## src/hdl/ascii_hex_frame_receiver_assert.svh

```systemverilog
// Assertion macros shared by the receiver's RTL modules.
// Needs signals aclk and aresetn in the scope that uses them.
`ifndef ASCII_HEX_FRAME_RECEIVER_ASSERT_SVH
`define ASCII_HEX_FRAME_RECEIVER_ASSERT_SVH

// Same-cycle implication, disabled while in reset.
`define AHFR_ASSERT_NOW(lbl, ante, cons, msg) \
    lbl: assert property (@(posedge aclk) disable iff (!aresetn) (ante) |-> (cons)) \
        else $error(msg);

// Next-cycle implication, disabled while in reset.
`define AHFR_ASSERT_NEXT(lbl, ante, cons, msg) \
    lbl: assert property (@(posedge aclk) disable iff (!aresetn) (ante) |=> (cons)) \
        else $error(msg);

`endif

```

## src/hdl/ahfr_pkg.sv

```systemverilog
// Package for the ASCII-hex frame receiver: types, codes and constants.
// No dependencies; imported by every module of the block.
package ahfr_pkg;

    localparam int MAX_PAYLOAD = 128;
    localparam int QDEPTH      = 4;
    localparam int QPTR_W      = $clog2(QDEPTH);
    localparam int QCNT_W      = $clog2(QDEPTH + 1);

    // Character bounds for uppercase hex digits
    localparam logic [7:0] CH_BELOW_0 = 8'h2f;
    localparam logic [7:0] CH_ABOVE_9 = 8'h3a;
    localparam logic [7:0] CH_BELOW_A = 8'h40;
    localparam logic [7:0] CH_ABOVE_F = 8'h47;
    localparam logic [7:0] CH_ZERO    = 8'h30;
    localparam logic [7:0] CH_A_OFS   = 8'h37;

    localparam logic [7:0] RST_START_CHAR = 8'h02;
    localparam logic [7:0] RST_END_CHAR   = 8'h03;

    typedef enum logic [1:0] {
        REG_START_CHAR = 2'd0,
        REG_END_CHAR   = 2'd1,
        REG_STATION    = 2'd2,
        REG_RD_CMD     = 2'd3
    } reg_idx_t;

    typedef enum logic [1:0] {
        ST_NONE   = 2'd0,
        ST_BYTE   = 2'd1,
        ST_REJECT = 2'd2,
        ST_DONE   = 2'd3
    } status_t;

    typedef enum logic [1:0] {
        PH_HUNT    = 2'd0,
        PH_PAYLOAD = 2'd1,
        PH_CSUM    = 2'd2
    } phase_t;

    typedef struct packed {
        logic [7:0]  start_char;
        logic [7:0]  end_char;
        logic [15:0] station_address;
        logic [15:0] read_address_command;
    } cfg_t;

    // Classified character as it travels from front to back
    typedef struct packed {
        logic       is_hex;
        logic [3:0] digit;
        logic       is_end;
        logic       is_start;
    } class_t;

    typedef struct packed {
        status_t     status;
        logic [7:0]  byte_value;
        logic [6:0]  byte_index;
        logic [15:0] checksum;
        logic [7:0]  frame_length;
    } result_t;

endpackage

```

## src/hdl/ahfr_front.sv

```systemverilog
// Front end: configuration registers and per-character classification.
// Depends on ahfr_pkg.
module ahfr_front
    import ahfr_pkg::*;
(
    input  logic        aclk,
    input  logic        aresetn,
    input  logic        cfg_valid,
    output logic        cfg_ready,
    input  logic [1:0]  cfg_index,
    input  logic [15:0] cfg_data,
    input  logic [7:0]  rx_byte,
    output class_t      cls,
    output cfg_t        cfg
);

    cfg_t cfg_reg;

    assign cfg_ready = 1'b1;
    assign cfg       = cfg_reg;

    always_ff @(posedge aclk) begin
        if (!aresetn) begin
            cfg_reg.start_char           <= RST_START_CHAR;
            cfg_reg.end_char             <= RST_END_CHAR;
            cfg_reg.station_address      <= '0;
            cfg_reg.read_address_command <= '0;
        end else if (cfg_valid) begin
            unique case (reg_idx_t'(cfg_index))
                REG_START_CHAR: cfg_reg.start_char           <= cfg_data[7:0];
                REG_END_CHAR:   cfg_reg.end_char             <= cfg_data[7:0];
                REG_STATION:    cfg_reg.station_address      <= cfg_data;
                REG_RD_CMD:     cfg_reg.read_address_command <= cfg_data;
                default: ;
            endcase
        end
    end

    logic is_num, is_alpha;
    logic [7:0] num_val, alpha_val;

    always_comb begin
        is_num    = (rx_byte > CH_BELOW_0) && (rx_byte < CH_ABOVE_9);
        is_alpha  = (rx_byte > CH_BELOW_A) && (rx_byte < CH_ABOVE_F);
        num_val   = rx_byte - CH_ZERO;
        alpha_val = rx_byte - CH_A_OFS;
        cls.is_hex   = is_num || is_alpha;
        cls.digit    = is_num ? num_val[3:0] : alpha_val[3:0];
        cls.is_end   = (rx_byte == cfg_reg.end_char);
        cls.is_start = (rx_byte == cfg_reg.start_char);
    end

endmodule

```

## src/hdl/ahfr_queue.sv

```systemverilog
// Short FIFO of classified characters between front and back.
// Depends on ahfr_pkg and the assertion macro header.
`include "ascii_hex_frame_receiver_assert.svh"

module ahfr_queue
    import ahfr_pkg::*;
(
    input  logic   aclk,
    input  logic   aresetn,
    input  logic   push,
    input  class_t wr_data,
    output logic   full,
    input  logic   pop,
    output logic   not_empty,
    output class_t rd_data
);

    class_t             mem [QDEPTH];
    logic [QPTR_W-1:0]  wr_ptr_reg, rd_ptr_reg;
    logic [QCNT_W-1:0]  count_reg, count_next;

    assign full      = (count_reg == QCNT_W'(QDEPTH));
    assign not_empty = (count_reg != '0);
    assign rd_data   = mem[rd_ptr_reg];

    always_comb begin
        count_next = count_reg;
        if (push && !pop) count_next = count_reg + 1'b1;
        if (pop && !push) count_next = count_reg - 1'b1;
    end

    always_ff @(posedge aclk) begin
        if (push) mem[wr_ptr_reg] <= wr_data;
    end

    always_ff @(posedge aclk) begin
        if (!aresetn) begin
            wr_ptr_reg <= '0;
            rd_ptr_reg <= '0;
            count_reg  <= '0;
        end else begin
            if (push) wr_ptr_reg <= wr_ptr_reg + 1'b1;
            if (pop)  rd_ptr_reg <= rd_ptr_reg + 1'b1;
            count_reg <= count_next;
        end
    end

    `AHFR_ASSERT_NOW(a_no_pop_empty, pop, count_reg != '0, "pop from empty queue")
    `AHFR_ASSERT_NOW(a_no_push_full, push, !full, "push into full queue")
    `AHFR_ASSERT_NEXT(a_count_hold, push && pop, $stable(count_reg), "count moved on push+pop")

endmodule

```

## src/hdl/ahfr_back.sv

```systemverilog
// Back end: frame state machine and registered result stage.
// Depends on ahfr_pkg and the assertion macro header.
`include "ascii_hex_frame_receiver_assert.svh"

module ahfr_back
    import ahfr_pkg::*;
(
    input  logic    aclk,
    input  logic    aresetn,
    input  cfg_t    cfg,
    input  logic    q_not_empty,
    input  class_t  q_data,
    output logic    q_pop,
    output logic    out_valid,
    input  logic    out_ready,
    output result_t out_data
);

    phase_t     phase_reg, phase_next;
    logic       nib_reg, nib_next;
    logic [3:0] high_reg, high_next;
    logic [7:0] count_reg, count_next;
    logic       ccount_reg, ccount_next;
    logic [7:0] chigh_reg, chigh_next;
    logic [7:0] hdr_reg [5];
    logic       hdr_we;

    logic       out_valid_reg;
    result_t    out_reg, res;
    logic [7:0] b;

    // Checker terms: fields that must stay zero outside their status, and a pop while hunting
    logic       byte_stray, done_stray, hunt_pop;

    assign q_pop     = q_not_empty && (!out_valid_reg || out_ready);
    assign out_valid = out_valid_reg;
    assign out_data  = out_reg;

    always_comb begin
        phase_next  = phase_reg;
        nib_next    = nib_reg;
        high_next   = high_reg;
        count_next  = count_reg;
        ccount_next = ccount_reg;
        chigh_next  = chigh_reg;
        hdr_we      = 1'b0;
        res         = '0;
        res.status  = ST_NONE;
        b           = {high_reg, q_data.digit};

        unique case (phase_reg)
            PH_PAYLOAD: begin
                if (!q_data.is_hex) begin
                    if (q_data.is_end) begin
                        phase_next  = PH_CSUM;
                        nib_next    = 1'b0;
                        ccount_next = 1'b0;
                    end else begin
                        phase_next = PH_HUNT;
                        nib_next   = 1'b0;
                        res.status = ST_REJECT;
                    end
                end else if (!nib_reg) begin
                    high_next = q_data.digit;
                    nib_next  = 1'b1;
                end else begin
                    nib_next = 1'b0;
                    if (count_reg >= 8'(MAX_PAYLOAD)) begin
                        phase_next = PH_HUNT;
                        res.status = ST_REJECT;
                    end else begin
                        hdr_we     = (count_reg < 8'd5);
                        count_next = count_reg + 8'd1;
                        // Sender address must be zero; receiver must match
                        // unless the command is the read-address command.
                        if ((count_reg == 8'd1) &&
                            ((hdr_reg[0] != 8'd0) || (b != 8'd0))) begin
                            phase_next = PH_HUNT;
                            res.status = ST_REJECT;
                        end else if ((count_reg == 8'd5) &&
                            ({hdr_reg[2], hdr_reg[3]} != cfg.station_address) &&
                            ({hdr_reg[4], b} != cfg.read_address_command)) begin
                            phase_next = PH_HUNT;
                            res.status = ST_REJECT;
                        end else begin
                            res.status     = ST_BYTE;
                            res.byte_value = b;
                            res.byte_index = count_reg[6:0];
                        end
                    end
                end
            end
            PH_CSUM: begin
                if (!q_data.is_hex) begin
                    phase_next = PH_HUNT;
                    nib_next   = 1'b0;
                    res.status = ST_REJECT;
                end else if (!nib_reg) begin
                    high_next = q_data.digit;
                    nib_next  = 1'b1;
                end else begin
                    nib_next = 1'b0;
                    if (!ccount_reg) begin
                        chigh_next  = b;
                        ccount_next = 1'b1;
                    end else begin
                        ccount_next      = 1'b0;
                        phase_next       = PH_HUNT;
                        res.status       = ST_DONE;
                        res.checksum     = {chigh_reg, b};
                        res.frame_length = count_reg;
                    end
                end
            end
            default: begin
                phase_next = PH_HUNT;
                if (q_data.is_start) begin
                    phase_next = PH_PAYLOAD;
                    nib_next   = 1'b0;
                    count_next = 8'd0;
                end
            end
        endcase
    end

    always_ff @(posedge aclk) begin
        if (!aresetn) begin
            phase_reg  <= PH_HUNT;
            nib_reg    <= 1'b0;
            high_reg   <= '0;
            count_reg  <= '0;
            ccount_reg <= 1'b0;
            chigh_reg  <= '0;
        end else if (q_pop) begin
            phase_reg  <= phase_next;
            nib_reg    <= nib_next;
            high_reg   <= high_next;
            count_reg  <= count_next;
            ccount_reg <= ccount_next;
            chigh_reg  <= chigh_next;
        end
    end

    always_ff @(posedge aclk) begin
        if (q_pop && hdr_we) hdr_reg[count_reg[2:0]] <= b;
    end

    always_ff @(posedge aclk) begin
        if (!aresetn) begin
            out_valid_reg <= 1'b0;
        end else if (q_pop) begin
            out_valid_reg <= 1'b1;
        end else if (out_ready) begin
            out_valid_reg <= 1'b0;
        end
    end

    always_ff @(posedge aclk) begin
        if (q_pop) out_reg <= res;
    end

    assign byte_stray = (out_reg.status != ST_BYTE) &&
                        ((out_reg.byte_value != 8'd0) || (out_reg.byte_index != 7'd0));
    assign done_stray = (out_reg.status != ST_DONE) &&
                        ((out_reg.checksum != 16'd0) || (out_reg.frame_length != 8'd0));
    assign hunt_pop   = q_pop && (phase_reg == PH_HUNT);

    `AHFR_ASSERT_NOW(a_byte_fields, out_valid_reg, !byte_stray, "stray byte fields")
    `AHFR_ASSERT_NOW(a_done_fields, out_valid_reg, !done_stray, "stray frame fields")
    `AHFR_ASSERT_NEXT(a_hunt_silent, hunt_pop, out_reg.status == ST_NONE, "result while hunting")

endmodule

```

## src/hdl/ascii_hex_frame_receiver.sv

```systemverilog
// ASCII-hex frame receiver, top level.
// Depends on ahfr_pkg, ahfr_front, ahfr_queue and ahfr_back.
//
// Usage:
// - s_* is the character input: one received byte per word on s_tdata[7:0].
// - m_* gives exactly one result word for every input word, in order:
//   m_tuser carries the status (nothing, payload byte, frame rejected,
//   frame complete), m_tdata the byte value, byte index, checksum and
//   frame length (zero where the status gives them no meaning).
// - cfg_* writes the start and end characters, the station address and the
//   read-address command; write only while no word is in flight.
// Path: an accepted word is written into the queue, popped by the back
// and registered in the result stage, which drives m_*. One word per
// cycle sustained while m_tready is high: the front classifies a
// character combinationally, the back runs the frame state machine once
// per popped word. A four-deep queue separates the two, and the back's
// result register holds its word while m_tready is low; the queue then
// fills and s_tready drops, so nothing is lost under any stall pattern.
// Reset (aresetn low, synchronous) empties the queue and result stage,
// puts the frame logic back to hunting and loads the default registers.
// Every rejection or completed frame also returns to hunting.
module ascii_hex_frame_receiver
    import ahfr_pkg::*;
(
    input  logic        aclk,
    input  logic        aresetn,
    input  logic        s_tvalid,
    output logic        s_tready,
    input  logic [7:0]  s_tdata,   // [7:0] rx_byte
    output logic        m_tvalid,
    input  logic        m_tready,
    output logic [39:0] m_tdata,   // [7:0] byte_value, [14:8] byte_index,
                                   // [30:15] checksum, [38:31] frame_length
    output logic [1:0]  m_tuser,   // [1:0] status
    input  logic        cfg_valid,
    output logic        cfg_ready,
    input  logic [1:0]  cfg_index,
    input  logic [15:0] cfg_data
);

    class_t  cls, q_data;
    cfg_t    cfg;
    logic    q_full, q_not_empty, q_pop, push;
    result_t res;

    // Take a word whenever the queue has room
    assign s_tready = !q_full;
    assign push     = s_tvalid && s_tready;

    ahfr_front u_front (
        .aclk      (aclk),
        .aresetn   (aresetn),
        .cfg_valid (cfg_valid),
        .cfg_ready (cfg_ready),
        .cfg_index (cfg_index),
        .cfg_data  (cfg_data),
        .rx_byte   (s_tdata),
        .cls       (cls),
        .cfg       (cfg)
    );

    ahfr_queue u_queue (
        .aclk      (aclk),
        .aresetn   (aresetn),
        .push      (push),
        .wr_data   (cls),
        .full      (q_full),
        .pop       (q_pop),
        .not_empty (q_not_empty),
        .rd_data   (q_data)
    );

    ahfr_back u_back (
        .aclk        (aclk),
        .aresetn     (aresetn),
        .cfg         (cfg),
        .q_not_empty (q_not_empty),
        .q_data      (q_data),
        .q_pop       (q_pop),
        .out_valid   (m_tvalid),
        .out_ready   (m_tready),
        .out_data    (res)
    );

    // Pack the result; pad the top bit of tdata with zero
    assign m_tuser = res.status;
    assign m_tdata = {1'b0, res.frame_length, res.checksum, res.byte_index, res.byte_value};

endmodule

```

## config.mk

```make
export PLATFORM = sky130hd
export DESIGN_NAME = ascii_hex_frame_receiver
export DESIGN_NICKNAME = d
export VERILOG_FILES = /design/src/hdl/ahfr_pkg.sv /design/src/hdl/ahfr_front.sv /design/src/hdl/ahfr_queue.sv /design/src/hdl/ahfr_back.sv /design/src/hdl/ascii_hex_frame_receiver.sv
export VERILOG_INCLUDE_DIRS = /design/src /design/src/hdl
export SDC_FILE = /design/constraint.sdc
export NUM_CORES = 1
export LEC_CHECK = 0
export BUFFER_PORTS_ARGS = -buffer_cell sky130_fd_sc_hd__buf_2
export CAP_MARGIN = 20
export CELL_PAD_IN_SITES_DETAIL_PLACEMENT = 0
export CELL_PAD_IN_SITES_GLOBAL_PLACEMENT = 1
export CORE_MARGIN = 2
export CORE_UTILIZATION = 40
export CTS_CLUSTER_SIZE = 30
export DETAILED_ROUTE_END_ITERATION = 10
export GPL_TIMING_DRIVEN = 1
export PLACE_DENSITY = 0.77
export SYNTH_ARGS = -nofsm -noshare
export SYNTH_HDL_FRONTEND = slang
export SYNTH_SLANG_ARGS = --single-unit
```

## constraint.sdc

```tcl
create_clock -name aclk -period 4.49 [get_ports aclk]
set_input_delay 0.2245 -clock aclk [delete_from_list [all_inputs] [get_ports aclk]]
set_output_delay 0.2245 -clock aclk [all_outputs]
set_load 0.005 [all_outputs]
```

After elaboration in Yosys (flattened, before gate mapping). Memory sizes are Yosys's and may differ from the RTL's. A register that Yosys moved wholly into a read port is not among the register bits. Cells that the tools add are included.

Bits in registers: 121. Bits in writable memories: 68. Bits of input ports: 31. Output and inout bits: 45. Word-level logic and storage cells: 155. Memories: 2.

Memories: u_back.hdr_reg (words 5, bits a word 8, rd ports 4, clocked after memory_dff 0, wr ports 1, line ahfr_back.sv:25) `logic [7:0] hdr_reg [5];`; u_queue.mem (words 4, bits a word 7, rd ports 1, clocked after memory_dff 1, wr ports 1, line ahfr_queue.sv:18) `class_t mem [QDEPTH];`.

$add $sub $neg: 7. Order comparisons: 6. Equal/unequal tests: 23. Muxes and demuxes: 54. Bitwise operators: 5. Reduce and logical (&&, ||, !) cells: 39.

Operators with widths (number): $mux 15 (3); $mux 2 (19); $mux 8 (4); $ne 16x16->1 (2); $mux 1 (20); $mux 17 (1); $eq 8x8->1 (2); $pmux 8 s2 (1); $reduce_bool 8->1 (2); $reduce_and 6->1 (2); $logic_and 1x1->1 (10); $reduce_and 2->1 (5); $reduce_and 5->1 (2); $reduce_bool 2->1 (5); $ne 3x3->1 const B (3); $add 8x1->8 const B (1); $eq 8x1->1 const B (1); $eq 8x3->1 const B (1); $ge 8x8->1 const B (1); $gt 8x6->1 const B (1); $gt 8x7->1 const B (1); $lt 8x3->1 const B (1); $lt 8x6->1 const B (1); $lt 8x7->1 const B (1); 23 further kinds (44).

Logic depth before layout (Yosys ltp). Gate-level depths: netlist of the first run. An unclocked memory read counts as a cell.

Depth after elaboration: 10. Depth in mapped cells: 10. Depth with buffers taken out: 10.

Modules after synthesis. Synthesis of the first run repeated with hierarchy kept, for this count alone.

Cells, all modules: 671. Area, all modules: 8046.5 µm².

Modules (own cells, without submodules): ahfr_back (instances 1, cells an instance 344, area each 4380.5 µm², seq. area each 2692.6 µm²); ahfr_front (instances 1, cells an instance 244, area each 2188.3 µm², seq. area each 960.9 µm²); ahfr_queue (instances 1, cells an instance 79, area each 1456.4 µm², seq. area each 1021.0 µm²); ascii_hex_frame_receiver (instances 1, cells an instance 4, area each 21.3 µm², seq. area each 0.0 µm²).

Worst setup path after synthesis of the first run. No wires, ideal clock.

Kind: register to register. Start point: register u_queue.count_reg[0]. End point: memory u_back.hdr_reg[2][0], enable pin. Library setup time: 0.383 ns. Arrival: 2.772 ns. Data required time: 4.107 ns. Setup slack: 1.335 ns. Cell stages (with the launch flop): 8. Path buffers: 1. Period minus slack after synthesis: 3.155 ns. Cell sequence: dfxtp_1 nor3_1 a21o_1 clkbuf_1 inv_1 nand2_1 or3_1 nor3_1.

Cells in the longest elaborated chain, start to end: 5.

Ends and longest elaborated chain: start, declared (line ahfr_queue.sv:20) `logic [QCNT_W-1:0] count_reg, count_next;`; start signal, assigned (line ahfr_queue.sv:44) `count_reg <= count_next;`; $reduce_bool 3->1 (line ahfr_queue.sv:23) `assign not_empty = (count_reg != '0);`; $logic_and 1x1->1 (line ahfr_back.sv:35) `assign q_pop = q_not_empty && (!out_valid_reg || out_ready);`; net q_pop (line ascii_hex_frame_receiver.sv:43) `logic q_full, q_not_empty, q_pop, push;`; $logic_and 1x1->1 (line ahfr_back.sv:145) `if (q_pop && hdr_we) hdr_reg[count_reg[2:0]] <= b;`; $mux 1 (line ahfr_back.sv:145); $mux 1 (implied by the code) (line ahfr_back.sv:145); end, declared (line ahfr_back.sv:25).

The timed path passes the listed nets, and every way through them passes these cells.

==> out/results.txt, run 1 <==
Gr usage total - 0.154
Commonest non-fill, non-tap cell in the layout - edfxtp_1
CTS hold repair buffers - 0
CP max FO - 8
Max Clock Skew - 0.00963 ns
Starting Density - 0.404
Post-route worst setup slack - 1.45 ns
Fmax - 0.329 GHz
CP max stage delay - 0.76 ns
CP endpoint kind - flip-flop
Slew margin rel. - 0.345
Initial antenna violation count - 0
Crit share post-route - 0.678
Post-CTS sizing - 0
Sum Neg Setup Slack - 0 ns
CTS Buf Count - 17
Clk buf depth - 2
# rows - 51
Post-CTS setup buffers - 0
Worst-Skew Late Latency - 0.42 ns
CTS tree - built
CTS H-tree depth - 4
# setup viols final - 0
Die area - 20,600 sq um
Critical path startpoint category - flip-flop
Total number of vias - 4,872
Post-Syn Nets - 697
First-pass DRT Iterations - 5
# DRC - 0
Critical-path cell list - mux4_2, inv_2, nor2_1, nand2_1, or3_1, nor3_1
Root buffer cell - clkbuf_16
Storage cell area - 4670 sq um
Area grow syn2layout - 15.8%
PortBufs - 73
Crit path arrival time - 3.08 ns
Drt total wl - 15,300 microns
Die X-Extent - 143 microns
Share of cells above drive strength 1 - 0.170
GPL Wtd Cong - 0.836
Async SR Flop Fraction - 0
Antenna Cells - 0
P per Cell Area - 512 nW/um^2
Worst Path Required - 4.53 ns
DR vias/cell - 4.87
Largest register FFs - 48
Vias in the first global route - 4,706
Status - finished, final reports clean
Hold_ws - 0.0601 ns
Area of the multi-input gates - 2900 sq um
Setup WS pre-CTS - 1.46 ns
Top FF cell, synth - edfxtp_1
DRT antenna net count - 0
Core area - 19,300 sq um
Avg Cell Area, Syn - 11.9 sq um
Share of the synthesized area in the top cell type - 0.390
Tightest Hold Check Type - in -> reg
DP HPWL - 10,800 microns
Synth cell types - 53
Period minus WS final - 3.04 ns
Top cell type by total area after synthesis - edfxtp_1
Largest net degree at the start of global routing - 79
Drt wl/cell - 15.3 microns
Overall Power - 4.61 mW
Setup Crit Path Kind - reg -> reg
Sequential area share after synthesis - 0.601
Die height - 143 microns
Overflow after GRT - 0
Synth area leaders - edfxtp_1, dfxtp_1, nand2_1, mux2i_1, and2_1
Leakage - 3.32 nW
Fillers - 1,775
Post-synth EDFFs - 101
RSZ-0062 raised after global routing - no
# IOs - 76
Reg clk slew, reported paths - 0.07 ns
#FFs+latches synth - 183
Worst-margin pin slew - 0.976 ns
Post-layout net count - 766
Syn. warnings - 0
Commonest non-fill, non-tap cells in the layout - edfxtp_1, nand2_1, dfxtp_1, buf_2, and2_1
Area of the mapped netlist - 7780 sq um
Iter 0 DRT Violations - 313
DP Area - 8380 sq um
VDD IR max - 0.265 mV
Hold Path Depth - 3
# Max-Cap Violations - 0
Cells after Synth - 653
Max-slew violation count - 0
First-pass GRT wire length - 24,300 microns
Clock sink count - 183
Slowest CP cell - nor3_1
Final instance area - 9010 sq um
Final Hold Fails - 0
Reg2Reg Depth - 6
## metrics by stage
stage	std cells	util
4_1_cts	998	0.466
2_1_floorplan	653	-
5_1_grt	1000	0.467
6_report	1000	0.467
3_3_place_gp	965	0.434
3_5_place_dp	966	0.435
## cell usage after synthesis (3+ instances only)
cell / instances
edfxtp_1: 101
nand2_1: 90
dfxtp_1: 82
and2_1: 46
a21boi_0: 37
mux2i_1: 31
xnor2_1: 31
xor2_1: 29
nor2b_1: 26
clkbuf_1: 25
inv_1: 16
nor2_1: 16
ha_1: 12
nand4_1: 12
nor4_1: 12
o21ai_0: 11
nand3_1: 9
and3_1: 8
nor3_1: 7
mux4_2: 5
a21oi_1: 4
nor3_2: 3
or3_1: 3
## final timing paths
check / to / startpoint / slack, ns
worst max-delay path: u_back.hdr_reg[0][3] / flip-flop / 1.45
worst min-delay path: u_front.cfg[26] / cfg_data[10] / 0.06
worst max register to register: u_back.hdr_reg[0][3] / flip-flop / 1.45
worst min register to register: u_front.cfg[17] / u_front.cfg[17] / 0.48
## final cells by class
cell class | count | area share
Sequential cell | 183 | 0.519
Tap cell | 265 | 0.0368
Multi-Input combinational cell | 421 | 0.322
Clock buffer | 20 | 0.0507
Timing Repair Buffer | 80 | 0.0482
Clock inverter | 12 | 0.0156
Inverter | 19 | 0.00820
## cell families (layout without fill, tap and decap cells)
logic type,Yosys count,count (layout),share of synthesized area
compound gates,65,65,0.0595
xor+xnor,60,60,0.0675
fa+ha+maj,13,13,0.0219
buf+inv,49,131,0.0269
flops,183,183,0.601
mux,38,38,0.0592
other cells,2,2,0.000965
simple gates,243,243,0.163
## worst max-delay path: cells and delay by family (launching register included)
family	cells	cell delay (ns)
mux	1	0.43
buf+inv	1	0.07
simple gates	4	1.52
flops	1	0.63
## report_power, final
| part | switching [mW] | internal (mW) |
|---|---|---|
| Sequential | 0.111 | 2.12 |
| Combinational | 0.540 | 0.356 |
| Clock | 0.627 | 0.858 |
| Total | 1.28 | 3.33 |
## routing by layer
layer / track usage / wire, microns / up-vias
li1: - / - / 2402
met1: 0.200 / 7290 / 2338
met2: 0.256 / 7200 / 107
met3: 0.0283 / 518 / 25
met4: 0.0568 / 278 / 0
met5: 0 / 0 / -
No activity file was read; power rests on OpenSTA's default activity.
==> run 2, diff against run 1 <==
- clock period: 4.49 -> 3.2 ns (I/O delays scaled with it)
==> run 2 against run 1 <==
- largest cell class unchanged
- register-to-register slack got worse by 0.98 ns
- highest routed layer unchanged
- global-route usage increased by 0.87 points
- non-clock buffer count increased by 17
- fmax increased by 11%
- core utilization increased by 0.49 points
- worst hold slack got worse by 0.026 ns
- setup slack got worse by 0.98 ns
==> out/results.txt, run 2 (synthesis gave the netlist of run 1 again) <==
Commonest non-fill, non-tap cells in the layout - edfxtp_1, nand2_1, dfxtp_1, buf_2, and2_1
Total number of vias - 4,923
Root buffer cell - clkbuf_16
CTS hold repair buffers - 10
DP Area - 8440 sq um
Share of cells above drive strength 1 - 0.177
Fillers - 1,778
Initial antenna violation count - 0
DR vias/cell - 4.84
Iter 0 DRT Violations - 313
Starting Density - 0.404
Drt total wl - 15,700 microns
CTS H-tree depth - 4
Setup Crit Path Kind - reg -> reg
Status - finished, final reports clean
Final Hold Fails - 0
Commonest non-fill, non-tap cell in the layout - edfxtp_1
First-pass DRT Iterations - 5
Gr usage total - 0.162
Hold Path Depth - 3
P per Cell Area - 701 nW/um^2
Largest register FFs - 48
First-pass GRT wire length - 25,700 microns
Vias in the first global route - 5,010
CP endpoint kind - flip-flop
VDD IR max - 0.434 mV
# Max-Cap Violations - 0
PortBufs - 73
Critical path startpoint category - flip-flop
Largest net degree at the start of global routing - 46
Worst Path Required - 3.38 ns
Reg2reg setup slack - 0.47 ns
Max-slew violation count - 0
Drt wl/cell - 15.4 microns
CTS tree - built
Area grow syn2layout - 17.0%
Hold_ws - 0.0336 ns
CP max FO - 8
Crit Reg-Reg Endpoint - u_back.out_data[40]
CTS Buf Count - 17
Setup WS pre-CTS - 0.504 ns
Clk buf depth - 2
Sum Neg Setup Slack - 0 ns
Leakage - 3.37 nW
Hold path endpoint - u_front.cfg[2]
Post-CTS sizing - 0
Post-route worst setup slack - 0.470 ns
# DRC - 0
# rows - 51
Worst-Skew Late Latency - 0.43 ns
Hold Startpoint - cfg_data[2]
Crit share post-route - 0.853
Slew margin rel. - 0.535
Overflow after GRT - 0
Final instance area - 9100 sq um
Worst-margin pin slew - 0.697 ns
Post-layout net count - 783
Antenna Cells - 0
DRT antenna net count - 0
Die X-Extent - 143 microns
Clock sink count - 183
Post-CTS setup buffers - 0
Reg2Reg Depth - 8
Core area - 19,300 sq um
# setup viols final - 0
Die area - 20,600 sq um
RSZ-0062 raised after global routing - no
DP HPWL - 11,200 microns
Overall Power - 6.38 mW
Tightest Hold Check Type - in -> reg
Die height - 143 microns
GPL Wtd Cong - 0.838
Fmax - 0.366 GHz
Reg clk slew, reported paths - 0.07 ns
Crit path arrival time - 2.91 ns
Max Clock Skew - 0.0111 ns
# IOs - 76
Period minus WS final - 2.73 ns
-- run 2: worst max path at each step --
stage               cells after the start                 start              endpoint  slack, ns
floorplan                               7  u_queue.count_reg[0]  u_back.hdr_reg[2][0]       0.04
detailed placement                      8             flip-flop   u_back.out_data[40]       0.50
global route                            8             flip-flop   u_back.out_data[30]       0.27
global placement                        6             flip-flop   u_back.out_data[29]       0.66
CTS                                     8             flip-flop   u_back.out_data[40]       0.51
finish                                  8             flip-flop   u_back.out_data[40]       0.47
-- run 2: where the power goes --
part,switching [mW],internal [mW],leakage [nW]
Combinational,0.794,0.515,1.49
Clock,0.925,1.04,0.265
Sequential,0.140,2.97,1.61
Total,1.86,4.52,3.37
-- run 2: worst max-delay path: stages (launching register included) --
cell	delay, ns
dfxtp_1	0.46
buf_4	0.21
mux2i_1	0.20
mux2_2	0.22
clkinv_1	0.27
xnor2_1	0.22
a31oi_2	0.41
a2111oi_1	0.08
a2111oi_0	0.41
-- run 2: stage by stage --
stage | instances | utilization
global placement | 974 | 0.438
CTS | 1016 | 0.472
global route | 1017 | 0.472
floorplan | 653 | -
detailed placement | 974 | 0.438
finish | 1017 | 0.472
-- run 2: area by class of cell --
class / instances / area [sq um] / share of cell area
sequential: 183 / 4670 / 0.514
clock buffer: 19 / 443 / 0.0487
clock inverter: 13 / 111 / 0.0122
multi-input combinational: 421 / 2900 / 0.318
inverter: 19 / 73.8 / 0.00811
tap: 265 / 332 / 0.0364
timing repair buffer: 97 / 571 / 0.0627
-- run 2: per-layer routing --
layer / global-route usage / share of wire
met1: 0.212 / 0.47
met2: 0.268 / 0.48
met3: 0.0343 / 0.038
met4: 0.0578 / 0.013
met5: 0 / 0
